### src/hdl/ptp_pkg.sv
`timescale 1ns / 1ps
`default_nettype none
// Shared types, widths, codes and helpers of the perceptron train/predict unit.
package ptp_pkg;

    localparam int MAX_LANES  = 8;
    localparam int FEAT_W     = 16;
    localparam int WGT_W      = 32;
    localparam int PROD_W     = FEAT_W + WGT_W;
    localparam int ACC_W      = PROD_W + 4;
    localparam int NET_W      = 40;
    localparam int RATE_W     = 16;
    localparam int CLASS_W    = 2;
    localparam int DIFF_W     = 3;
    localparam int DELTA_W    = RATE_W + DIFF_W;
    localparam int STEP_W     = DELTA_W + FEAT_W;
    localparam int OP_W       = 2;
    localparam int IN_DATA_W  = 136;
    localparam int OUT_DATA_W = 112;
    localparam int APB_ADDR_W = 3;
    localparam int APB_DATA_W = 32;

    typedef logic        [OP_W-1:0]    opcode_t;
    typedef logic signed [FEAT_W-1:0]  feat_t;
    typedef logic signed [WGT_W-1:0]   wgt_t;
    typedef logic signed [PROD_W-1:0]  prod_t;
    typedef logic signed [ACC_W-1:0]   acc_t;
    typedef logic signed [DELTA_W-1:0] delta_t;
    typedef logic signed [STEP_W-1:0]  step_t;
    typedef logic signed [CLASS_W-1:0] class_t;

    localparam opcode_t OP_PREDICT = 2'd0;
    localparam opcode_t OP_TRAIN   = 2'd1;
    localparam opcode_t OP_CLEAR   = 2'd2;

    localparam class_t CLASS_POS  = 2'sb01;
    localparam class_t CLASS_NEG  = 2'sb11;
    localparam class_t CLASS_NONE = 2'sb00;

    typedef struct packed {
        logic clear;
        logic mul;
        logic sum1;
        logic sum2;
        logic net;
        logic step;
        logic upd;
        logic trk1;
        logic trk2;
    } ctl_t;

    function automatic wgt_t sat_wgt(input logic signed [WGT_W:0] v);
        wgt_t r;
        if (v[WGT_W] != v[WGT_W-1])
        begin
            r = v[WGT_W] ? {1'b1, {(WGT_W-1){1'b0}}} : {1'b0, {(WGT_W-1){1'b1}}};
        end
        else
        begin
            r = v[WGT_W-1:0];
        end
        return r;
    endfunction

endpackage
`default_nettype wire

### src/hdl/ptp_lane.sv
`timescale 1ns / 1ps
`default_nettype none
// One feature lane: weight register, product multiplier and weight update.
module ptp_lane (
    input  wire logic          clk,
    input  wire logic          rst_n,
    input  wire ptp_pkg::ctl_t ctl,
    input  wire ptp_pkg::feat_t  feature,
    input  wire ptp_pkg::delta_t delta,
    output ptp_pkg::prod_t     product,
    output ptp_pkg::wgt_t      weight
);

    ptp_pkg::wgt_t  weight_reg;
    ptp_pkg::wgt_t  weight_next;
    ptp_pkg::prod_t prod_reg;
    ptp_pkg::prod_t prod_next;
    ptp_pkg::step_t step_reg;
    ptp_pkg::step_t step_next;
    ptp_pkg::step_t step_rnd;

    always_comb
    begin
        prod_next   = feature * weight_reg;
        step_next   = delta * feature;
        step_rnd    = step_reg + ptp_pkg::step_t'(128);
        weight_next = ptp_pkg::sat_wgt(
            {weight_reg[ptp_pkg::WGT_W-1], weight_reg}
            + {{(ptp_pkg::WGT_W + 9 - ptp_pkg::STEP_W){step_rnd[ptp_pkg::STEP_W-1]}},
               step_rnd[ptp_pkg::STEP_W-1:8]});
    end

    always_ff @(posedge clk or negedge rst_n)
    begin
        if (!rst_n)
        begin
            weight_reg <= '0;
        end
        else if (ctl.clear)
        begin
            weight_reg <= '0;
        end
        else if (ctl.upd)
        begin
            weight_reg <= weight_next;
        end
    end

    always_ff @(posedge clk)
    begin
        if (ctl.mul)
        begin
            prod_reg <= prod_next;
        end
        if (ctl.step)
        begin
            step_reg <= step_next;
        end
    end

    assign product = prod_reg;
    assign weight  = weight_reg;

endmodule
`default_nettype wire

### config.mk
export PLATFORM = sky130hd
export DESIGN_NAME = ptp_lane
export DESIGN_NICKNAME = d
export VERILOG_FILES = /design/src/hdl/ptp_pkg.sv /design/src/hdl/ptp_lane.sv
export SDC_FILE = /design/constraint.sdc
export NUM_CORES = 2
export LEC_CHECK = 0
export ABC_AREA = 1
export BUFFER_PORTS_ARGS = -buffer_cell sky130_fd_sc_hd__buf_2
export CORE_MARGIN = 1
export CORE_UTILIZATION = 35
export DETAILED_ROUTE_END_ITERATION = 8
export HOLD_SLACK_MARGIN = 0.08
export PLACE_DENSITY = 0.54
export RECOVER_POWER = 100
export SETUP_SLACK_MARGIN = 0.4
export SKIP_CTS_REPAIR_TIMING = 1
export SYNTH_ARGS = -nofsm -noshare
export SYNTH_HDL_FRONTEND = slang
export SYNTH_SLANG_ARGS = --single-unit
### constraint.sdc
create_clock -name clk -period 8.6 [get_ports clk]
set_input_delay 0 -clock clk [delete_from_list [all_inputs] [get_ports clk]]
set_output_delay 0 -clock clk [all_outputs]
set_load 0.005 [all_outputs]
==> metrics <==
status=complete, but fails checks; failing checks=design-rule violations, max-capacitance violations, max-slew violations; Filler cells=11200; core area=105000 sq um; nets=5890; CTS tree=done; clock tree buffer depth=2; Critical Path AT=7.47 ns; area delta synth->final=5.64%; crit end category=flip-flop; worst path buffer plus inverter count=7; slowest stage cell on the critical path=clkbuf_1; worst setup margin=1.28 ns; Die Span Y=328 um; vias in the first global route=31100; Final Hold Vio Count=0; max FFs per register=48; CP startpoint kind=input port; slowest stage delay, CP=1.56 ns; Final HPWL DP=87600 um; Die X-Extent=328 um; GRT Resource Usage Total=0.207; crit path max fanout=29; IO Port Bufs=120; pins over their slew limit=144; antenna violations before repair=9; final setup vio count=0; FMAX=137 MHz; post-synthesis area per instance=7.69 sq um; Register Area=3080 sq um; asr flop ratio synth=0.296; first-pass GRT wire length=173000 um; Initial DRC Count=1754; placer congestion estimate=0.906; vias=29100; Reg clk slew, reported paths=0.09 ns; Post-Syn Nets=5917; clk_skew=0.0106 ns; CTS HTree Levels=3; Rel. slew slack=-0.737; Clock Latency Late Sink=0.41 ns; post-placement setup slack=1.90 ns; minimum clock period=7.32 ns; Tcrit/Tclk final=0.852; CTS Buf Count=9; starting density of the core=0.354; largest net degree at the start of global routing=54; CP required=8.75 ns; Crit Path Category=in2reg; mapped cell area=37300 sq um; Post-Route WL=107000 um; EDFF count, synth=76; wire per inst=17.2 um; area share of the largest cell type after synthesis=0.424; I/O Pins=126; Multi-input gate area=28100 sq um; drc violations=24; Least-Margin Pin Slew=2.61 ns; # Max-Cap Violations=4; number of clock sinks=108; Most common cell on crit path=fa_1; Root Driver=clkbuf_16; area leader, netlist=fa_1; Hold Crit Class=in2reg; synthesis-stage register bit count=108; Primary FF master, synth=edfxtp_1; worst path cell trace=clkbuf_1, clkbuf_1, nand2_1, inv_1, fa_1, inv_1, fa_1, fa_1, inv_1, fa_1, fa_1, inv_1, fa_1, inv_1, ha_1, a21oi_1, o21ai_0, a21oi_1, nand2_1, a21oi_1, o21ai_0, xor2_1; DR pass1 iterations=8; setup TNS=0 ns; Die Area=108000 sq um; sequential-to-total area share from yosys stat=0.0827; largest cells by area after synthesis=fa_1, inv_1, nand2_1, ha_1, edfxtp_1; Final ANT Viol Nets=0; Distinct cells, synth=45; drt via density=4.68; synth warn=0; RSZ-0062 raised after global routing=no; cell family with most CP delay=adder cells; share of layout cells above drive strength 1=0.0305; grt total ovfl=0; Post-Synthesis Cells=4849; row count=119
[Yosys cell counts, types with 5 or more instances]
master,count
inv_1,1404
nand2_1,1325
fa_1,790
ha_1,232
nor2_1,213
clkbuf_1,186
nand3_1,113
a21oi_1,109
xor2_1,77
edfxtp_1,76
o21ai_0,58
xnor2_1,43
nor3_1,33
dfrtp_1,32
nand4_1,22
o21bai_1,16
or2_2,16
nand3b_1,11
a31oi_1,10
a21o_1,9
nor4_1,8
o21a_1,8
nand2_2,7
buf_4,6
o211ai_1,6
buf_1,5
[cell type report]
class | instances | share of cell area
well taps | 1391 | 0.0442
diodes | 3 | 0.000191
multi-input cells | 3137 | 0.714
repair buffers | 162 | 0.0216
inverters | 1404 | 0.134
clock buffers | 9 | 0.00572
flip-flops and latches | 108 | 0.0783
clock inverters | 7 | 0.00219
[path summary, 6_finish.rpt]
check	from	endpoint	slack, ns	cells past startpoint
worst max register to register	weight[7]	product[33]	1.68	21
min in group asynchronous	rst_n	weight[30]	0.66	2
worst min register to register	weight[27]	weight[27]	0.54	2
max in group asynchronous	rst_n	weight[25]	6.83	2
worst min-delay path	ctl[2]	weight[28]	0.12	5
worst max-delay path	feature[5]	product[27]	1.28	22
[worst register-to-register path: cells and delay by family (launching register included)]
kind,cells,cell delay (ns)
adder cells (fa/ha/maj),7,3.49
AND/OR/NAND/NOR,7,1.05
flip-flops,1,0.99
AO/OA/AOI/OAI,2,0.86
buffers and inverters,5,0.28
[routing by layer]
layer / up-vias / track usage / part of all wire
met5: - / 0 / 0.00029
met4: 6 / 0.0475 / 0.019
met3: 91 / 0.0221 / 0.050
met2: 663 / 0.364 / 0.49
met1: 14600 / 0.273 / 0.44
li1: 13800 / - / -
[cell usage in the layout, fill, tap and decap left out, types with 22 or more instances in the layout]
| master | instances |
|---|---|
| nand2_1 | 1326 |
| buf_4 | 25 |
| edfxtp_1 | 76 |
| a21oi_1 | 111 |
| nand4_1 | 22 |
| nor3_1 | 34 |
| ha_1 | 232 |
| o21ai_0 | 58 |
| dfrtp_1 | 32 |
| nor2_1 | 213 |
| clkbuf_1 | 62 |
| xnor2_1 | 43 |
| buf_2 | 69 |
| fa_1 | 790 |
| nand3_1 | 113 |
| inv_1 | 1403 |
| xor2_1 | 77 |
[through the flow]
step           cells  area [sq um]   util  hold WS (ns)
2_1_floorplan   4849         37300      -        -0.296
3_3_place_gp    6200         39200  0.372         0.144
6_report        6221         39400  0.374         0.116
4_1_cts         6216         39500  0.375        -0.313
3_5_place_dp    6200         39200  0.372         0.147
5_1_grt         6220         39400  0.374         0.134
[kinds of logic after synthesis]
family | synth area share
AND/OR/NAND/NOR | 0.188
buffers and inverters | 0.162
adder cells (fa/ha/maj) | 0.502
AO/OA/AOI/OAI | 0.0362
XOR/XNOR | 0.0282
flip-flops | 0.0827
Power is not shown: default switching activity piles up to over one toggle a cycle in this logic, so the estimate is an artifact.
