$ cat config.mk
export PLATFORM = sky130hd
export DESIGN_NAME = ptp_track
export DESIGN_NICKNAME = d
export VERILOG_FILES = /design/src/hdl/ptp_pkg.sv /design/src/hdl/ptp_track.sv
export SDC_FILE = /design/constraint.sdc
export NUM_CORES = 1
export LEC_CHECK = 0
export ABC_AREA = 0
export ABC_CLOCK_PERIOD_IN_PS = 16160
export BUFFER_PORTS_ARGS = -buffer_cell sky130_fd_sc_hd__clkbuf_2
export CAP_MARGIN = 20
export CELL_PAD_IN_SITES_DETAIL_PLACEMENT = 0
export CELL_PAD_IN_SITES_GLOBAL_PLACEMENT = 1
export CORE_UTILIZATION = 35
export DETAILED_ROUTE_END_ITERATION = 8
export PLACE_DENSITY = 0.67
export SLEW_MARGIN = 20
export SYNTH_ARGS = -nofsm -noshare
export SYNTH_HDL_FRONTEND = slang
export SYNTH_SLANG_ARGS = --single-unit
$ cat constraint.sdc
create_clock -name clk -period 16.16 [get_ports clk]
set_input_delay 2.424 -clock clk [delete_from_list [all_inputs] [get_ports clk]]
set_output_delay 2.424 -clock clk [all_outputs]
set_load 0.02 [all_outputs]
$ cat src/hdl/ptp_pkg.sv
`timescale 1ns / 1ps
`default_nettype none
// Shared types, widths, codes and helpers of the perceptron train/predict unit.
package ptp_pkg;

    localparam int MAX_LANES  = 8;
    localparam int FEAT_W     = 16;
    localparam int WGT_W      = 32;
    localparam int PROD_W     = FEAT_W + WGT_W;
    localparam int ACC_W      = PROD_W + 4;
    localparam int NET_W      = 40;
    localparam int RATE_W     = 16;
    localparam int CLASS_W    = 2;
    localparam int DIFF_W     = 3;
    localparam int DELTA_W    = RATE_W + DIFF_W;
    localparam int STEP_W     = DELTA_W + FEAT_W;
    localparam int OP_W       = 2;
    localparam int IN_DATA_W  = 136;
    localparam int OUT_DATA_W = 112;
    localparam int APB_ADDR_W = 3;
    localparam int APB_DATA_W = 32;

    typedef logic        [OP_W-1:0]    opcode_t;
    typedef logic signed [FEAT_W-1:0]  feat_t;
    typedef logic signed [WGT_W-1:0]   wgt_t;
    typedef logic signed [PROD_W-1:0]  prod_t;
    typedef logic signed [ACC_W-1:0]   acc_t;
    typedef logic signed [DELTA_W-1:0] delta_t;
    typedef logic signed [STEP_W-1:0]  step_t;
    typedef logic signed [CLASS_W-1:0] class_t;

    localparam opcode_t OP_PREDICT = 2'd0;
    localparam opcode_t OP_TRAIN   = 2'd1;
    localparam opcode_t OP_CLEAR   = 2'd2;

    localparam class_t CLASS_POS  = 2'sb01;
    localparam class_t CLASS_NEG  = 2'sb11;
    localparam class_t CLASS_NONE = 2'sb00;

    typedef struct packed {
        logic clear;
        logic mul;
        logic sum1;
        logic sum2;
        logic net;
        logic step;
        logic upd;
        logic trk1;
        logic trk2;
    } ctl_t;

    function automatic wgt_t sat_wgt(input logic signed [WGT_W:0] v);
        wgt_t r;
        if (v[WGT_W] != v[WGT_W-1])
        begin
            r = v[WGT_W] ? {1'b1, {(WGT_W-1){1'b0}}} : {1'b0, {(WGT_W-1){1'b1}}};
        end
        else
        begin
            r = v[WGT_W-1:0];
        end
        return r;
    endfunction

endpackage
`default_nettype wire

$ cat src/hdl/ptp_track.sv
`timescale 1ns / 1ps
`default_nettype none
// Running min/max of the feature weights through a two-stage compare tree.
module ptp_track #(
    parameter int NUM_FEATURES = 8
) (
    input  wire logic                              clk,
    input  wire logic                              rst_n,
    input  wire ptp_pkg::ctl_t                     ctl,
    input  wire ptp_pkg::wgt_t [NUM_FEATURES-1:0]  weights,
    output ptp_pkg::wgt_t                          min_w,
    output ptp_pkg::wgt_t                          max_w
);

    localparam int PAIRS = ptp_pkg::MAX_LANES / 2;

    ptp_pkg::wgt_t lo_pad [ptp_pkg::MAX_LANES];
    ptp_pkg::wgt_t hi_pad [ptp_pkg::MAX_LANES];
    ptp_pkg::wgt_t lo1_reg [PAIRS];
    ptp_pkg::wgt_t hi1_reg [PAIRS];
    ptp_pkg::wgt_t min_reg;
    ptp_pkg::wgt_t min_next;
    ptp_pkg::wgt_t max_reg;
    ptp_pkg::wgt_t max_next;

    function automatic ptp_pkg::wgt_t smin(input ptp_pkg::wgt_t a, input ptp_pkg::wgt_t b);
        return (a < b) ? a : b;
    endfunction

    function automatic ptp_pkg::wgt_t smax(input ptp_pkg::wgt_t a, input ptp_pkg::wgt_t b);
        return (a > b) ? a : b;
    endfunction

    for (genvar i = 0; i < ptp_pkg::MAX_LANES; i++)
    begin : g_pad
        if (i < NUM_FEATURES)
        begin : g_on
            assign lo_pad[i] = weights[i];
            assign hi_pad[i] = weights[i];
        end
        else
        begin : g_off
            assign lo_pad[i] = min_reg;
            assign hi_pad[i] = max_reg;
        end
    end

    always_comb
    begin
        min_next = smin(smin(smin(lo1_reg[0], lo1_reg[1]), smin(lo1_reg[2], lo1_reg[3])),
                        min_reg);
        max_next = smax(smax(smax(hi1_reg[0], hi1_reg[1]), smax(hi1_reg[2], hi1_reg[3])),
                        max_reg);
    end

    always_ff @(posedge clk)
    begin
        if (ctl.trk1)
        begin
            for (int k = 0; k < PAIRS; k++)
            begin
                lo1_reg[k] <= smin(lo_pad[2*k], lo_pad[2*k+1]);
                hi1_reg[k] <= smax(hi_pad[2*k], hi_pad[2*k+1]);
            end
        end
    end

    always_ff @(posedge clk or negedge rst_n)
    begin
        if (!rst_n)
        begin
            min_reg <= '0;
            max_reg <= '0;
        end
        else if (ctl.clear)
        begin
            min_reg <= '0;
            max_reg <= '0;
        end
        else if (ctl.trk2)
        begin
            min_reg <= min_next;
            max_reg <= max_next;
        end
    end

    assign min_w = min_reg;
    assign max_w = max_reg;

endmodule
`default_nettype wire

==> reports/metrics.cfg <==
[run_status]
status=finished clean

[clock_network]
cts_buffers=40
cts_setup_buffers=0
cts-resized-gates=0
tritoncts=done
h-tree-depth=2
ctsRootBufferMaster=clkbuf_16
clock_sinks=320
clk_latency_ps=570
hold_buffers=0
path_clk_slew_ps=60
clockBufferDepth=3

[timing]
fmax_mhz=97.9
post-route-min-period_ps=10210
finalCritPeriodShare_pct=63.2
setup_viol=0
rsz0062_at_grt=no
fin_worst_skew_ps=24.1
finalSetupTns_ps=0
worstMarginPinSlew_ps=1070
hold_viol=0
slew_viol_final=0
relSlewSlack_pct=28.9

[setup_path]
critical_path.slowest_cell=mux2i_1
critical-path-max-stage-delay_ps=850
r2r_cells=30
cp_max_fo=33
worstPathArrival_ps=10660
worstPathRequired_ps=16610
reg2reg_slack_ps=5950
cp-start-kind=flip-flop
end_kind=flip-flop
critPathKind=reg -> reg

[global_route]
grt_first_pass_wirelength_mm=134
grt_usage_pct=23.3
grt_pass1_vias=21331
grt_start_max_net_pins=119
grt-ovfl-total=0
antenna_found_initial=5

[power]
p_comb_share_pct=52.0
internal_power_mw=2.48
powerDensity_mw_per_mm2=141
max-vdd-ir-drop_uv=83.7
finalPower_mw=4.31
cellLeakagePower_nw=14.4
switching_share_pct=42.5
sequentialPowerShare_pct=26.2
power_frac_clock_pct=21.8
p_sw_mw=1.83

[synth]
synth.avg_cell_area_um2=9.91
ys.flop_type=edfxtp_1
synth_edf_count=256
ys_ff_latch=320
synth_seq_area_share_pct=35.2
yosys_warnings=0
syn_inst=2662
synth-async-reset-ratio_pct=20.0
ys_types=62
syn_nets=3309
syn_area_mm2=0.0264

[final_layout]
multiInputGateArea_mm2=0.0154
syn2layout_area_growth_pct=15.6
drive_gt1_share_pct=22.6
layout_common_cells=ha_1 (380), inv_1 (357), clkbuf_2 (322)
fin_cells=3950
design_area_mm2=0.0305
regArea_mm2=0.00929
nets=3595
final_common_cell=ha_1
fillCellCount=7323

[min_path]
hold_path.class=reg -> reg
min_path_cells=2

[die]
die_h_um=277
coreArea_mm2=0.0746
start_util_pct=35.4
rows=100
die_w_um=277
dieArea_mm2=0.0765
ioPinCount=331

[flow_run]
maxCapViolCount=0

[placed_design]
gp_congestion=0.973
placed_cells=3875
hpwl_mm=72.6
place.port_buffers=324
dpl_cell_area_mm2=0.0291

[drt]
wire_per_inst_um=23.0
num_vias=21810
via_per_inst=5.52
route.detailed.drc=0
drt-pass1-iter-count=6
drtAntennaViolNets=0
routed_wl_mm=91.0
drtIter0Drc=1549

==> area by class of cell <==
type,instances,area share (%)
diodes,2,0.0164
clock buffers,44,3.47
clock inverters,29,1.01
inverters,358,4.41
multi-input cells,1872,50.5
flip-flops and latches,320,30.5
well taps,969,3.97
repair buffers,356,6.14
==> critical path, delay by kind of cell, from the launching register on <==
family,cells,cell delay (ps)
multiplexers,2,1650
AND/OR/NAND/NOR,17,5100
adder cells (fa/ha/maj),3,860
buffers and inverters,2,580
flip-flops,1,380
AO/OA/AOI/OAI,6,1470
==> path summary, 6_finish.rpt <==
check,start,end
max,hi1_reg[3][28]$_DFFE_PP_,max_w[8]$_DFFE_PN0P_
min,min_w[13]$_DFFE_PN0P_,min_w[13]$_DFFE_PN0P_
max reg2reg,hi1_reg[3][28]$_DFFE_PP_,max_w[8]$_DFFE_PN0P_
min reg2reg,min_w[13]$_DFFE_PN0P_,min_w[13]$_DFFE_PN0P_
max in group asynchronous,rst_n,max_w[16]$_DFFE_PN0P_
min in group asynchronous,rst_n,min_w[20]$_DFFE_PN0P_
==> routing by layer <==
| layer | part of all wire [%] | routed length [µm] | global-route usage (%) | vias up |
|---|---|---|---|---|
| met5 | 0 | 0 | 0 | - |
| met4 | 4.5 | 4090 | 10.3 | 0 |
| met3 | 6.0 | 5430 | 3.27 | 106 |
| met2 | 43 | 38700 | 34.5 | 702 |
| met1 | 47 | 42800 | 33.6 | 10600 |
| li1 | - | - | - | 10402 |
==> logic make-up after synthesis <==
kind of cell    share of synthesized area [%]
buf+inv                                  6.82
mux                                      13.3
fa+ha+maj                                18.0
compound gates                           17.1
flops                                    35.2
simple gates                             9.52
==> synth_stat cells (6+ instances only) <==
cell type	count	area, µm²
ha_1	380	4750
inv_1	358	1340
edfxtp_1	256	7690
mux2_2	225	2530
a21oi_1	207	1040
nand2_1	176	661
a21o_1	145	1090
nor2_1	105	394
mux2i_1	98	981
clkbuf_1	84	315
nand4_1	79	494
dfrtp_1	64	1600
o211ai_1	40	300
and3_1	36	225
a211o_1	35	307
a211oi_1	35	263
and2_1	35	219
a32oi_1	33	289
o21ai_0	33	165
o21a_1	31	233
o32ai_1	31	272
nor2b_1	21	131
buf_2	19	95.1
nand2b_1	14	87.6
nand3_1	14	70.1
nor3_1	14	70.1
a31oi_1	10	62.6
o31ai_1	9	67.6
or3_1	7	43.8
buf_1	6	22.5
==> power groups by stage <==
| stage | registers [mW] | clock network (mW) | logic, mW |
|---|---|---|---|
| after floorplan | 1.14 | 0 | 1.53 |
| after global placement | 1.14 | 0 | 2.19 |
| after detailed placement | 1.14 | 0 | 2.22 |
| after CTS | 1.13 | 0.964 | 2.24 |
| after global routing | 1.14 | 0.990 | 2.49 |
| final | 1.13 | 0.942 | 2.24 |
==> metrics by stage <==
| step | utilization, % | setup WS (ps) | hold slack, ps |
|---|---|---|---|
| after global routing | 40.9 | 5410 | 593 |
| after floorplan | - | 8180 | 632 |
| after global placement | 39.1 | 5870 | 546 |
| after CTS | 40.9 | 5890 | 559 |
| after detailed placement | 39.1 | 5970 | 551 |
| final | 40.9 | 5950 | 556 |
Note: power is estimated with default switching activity, not from simulation.
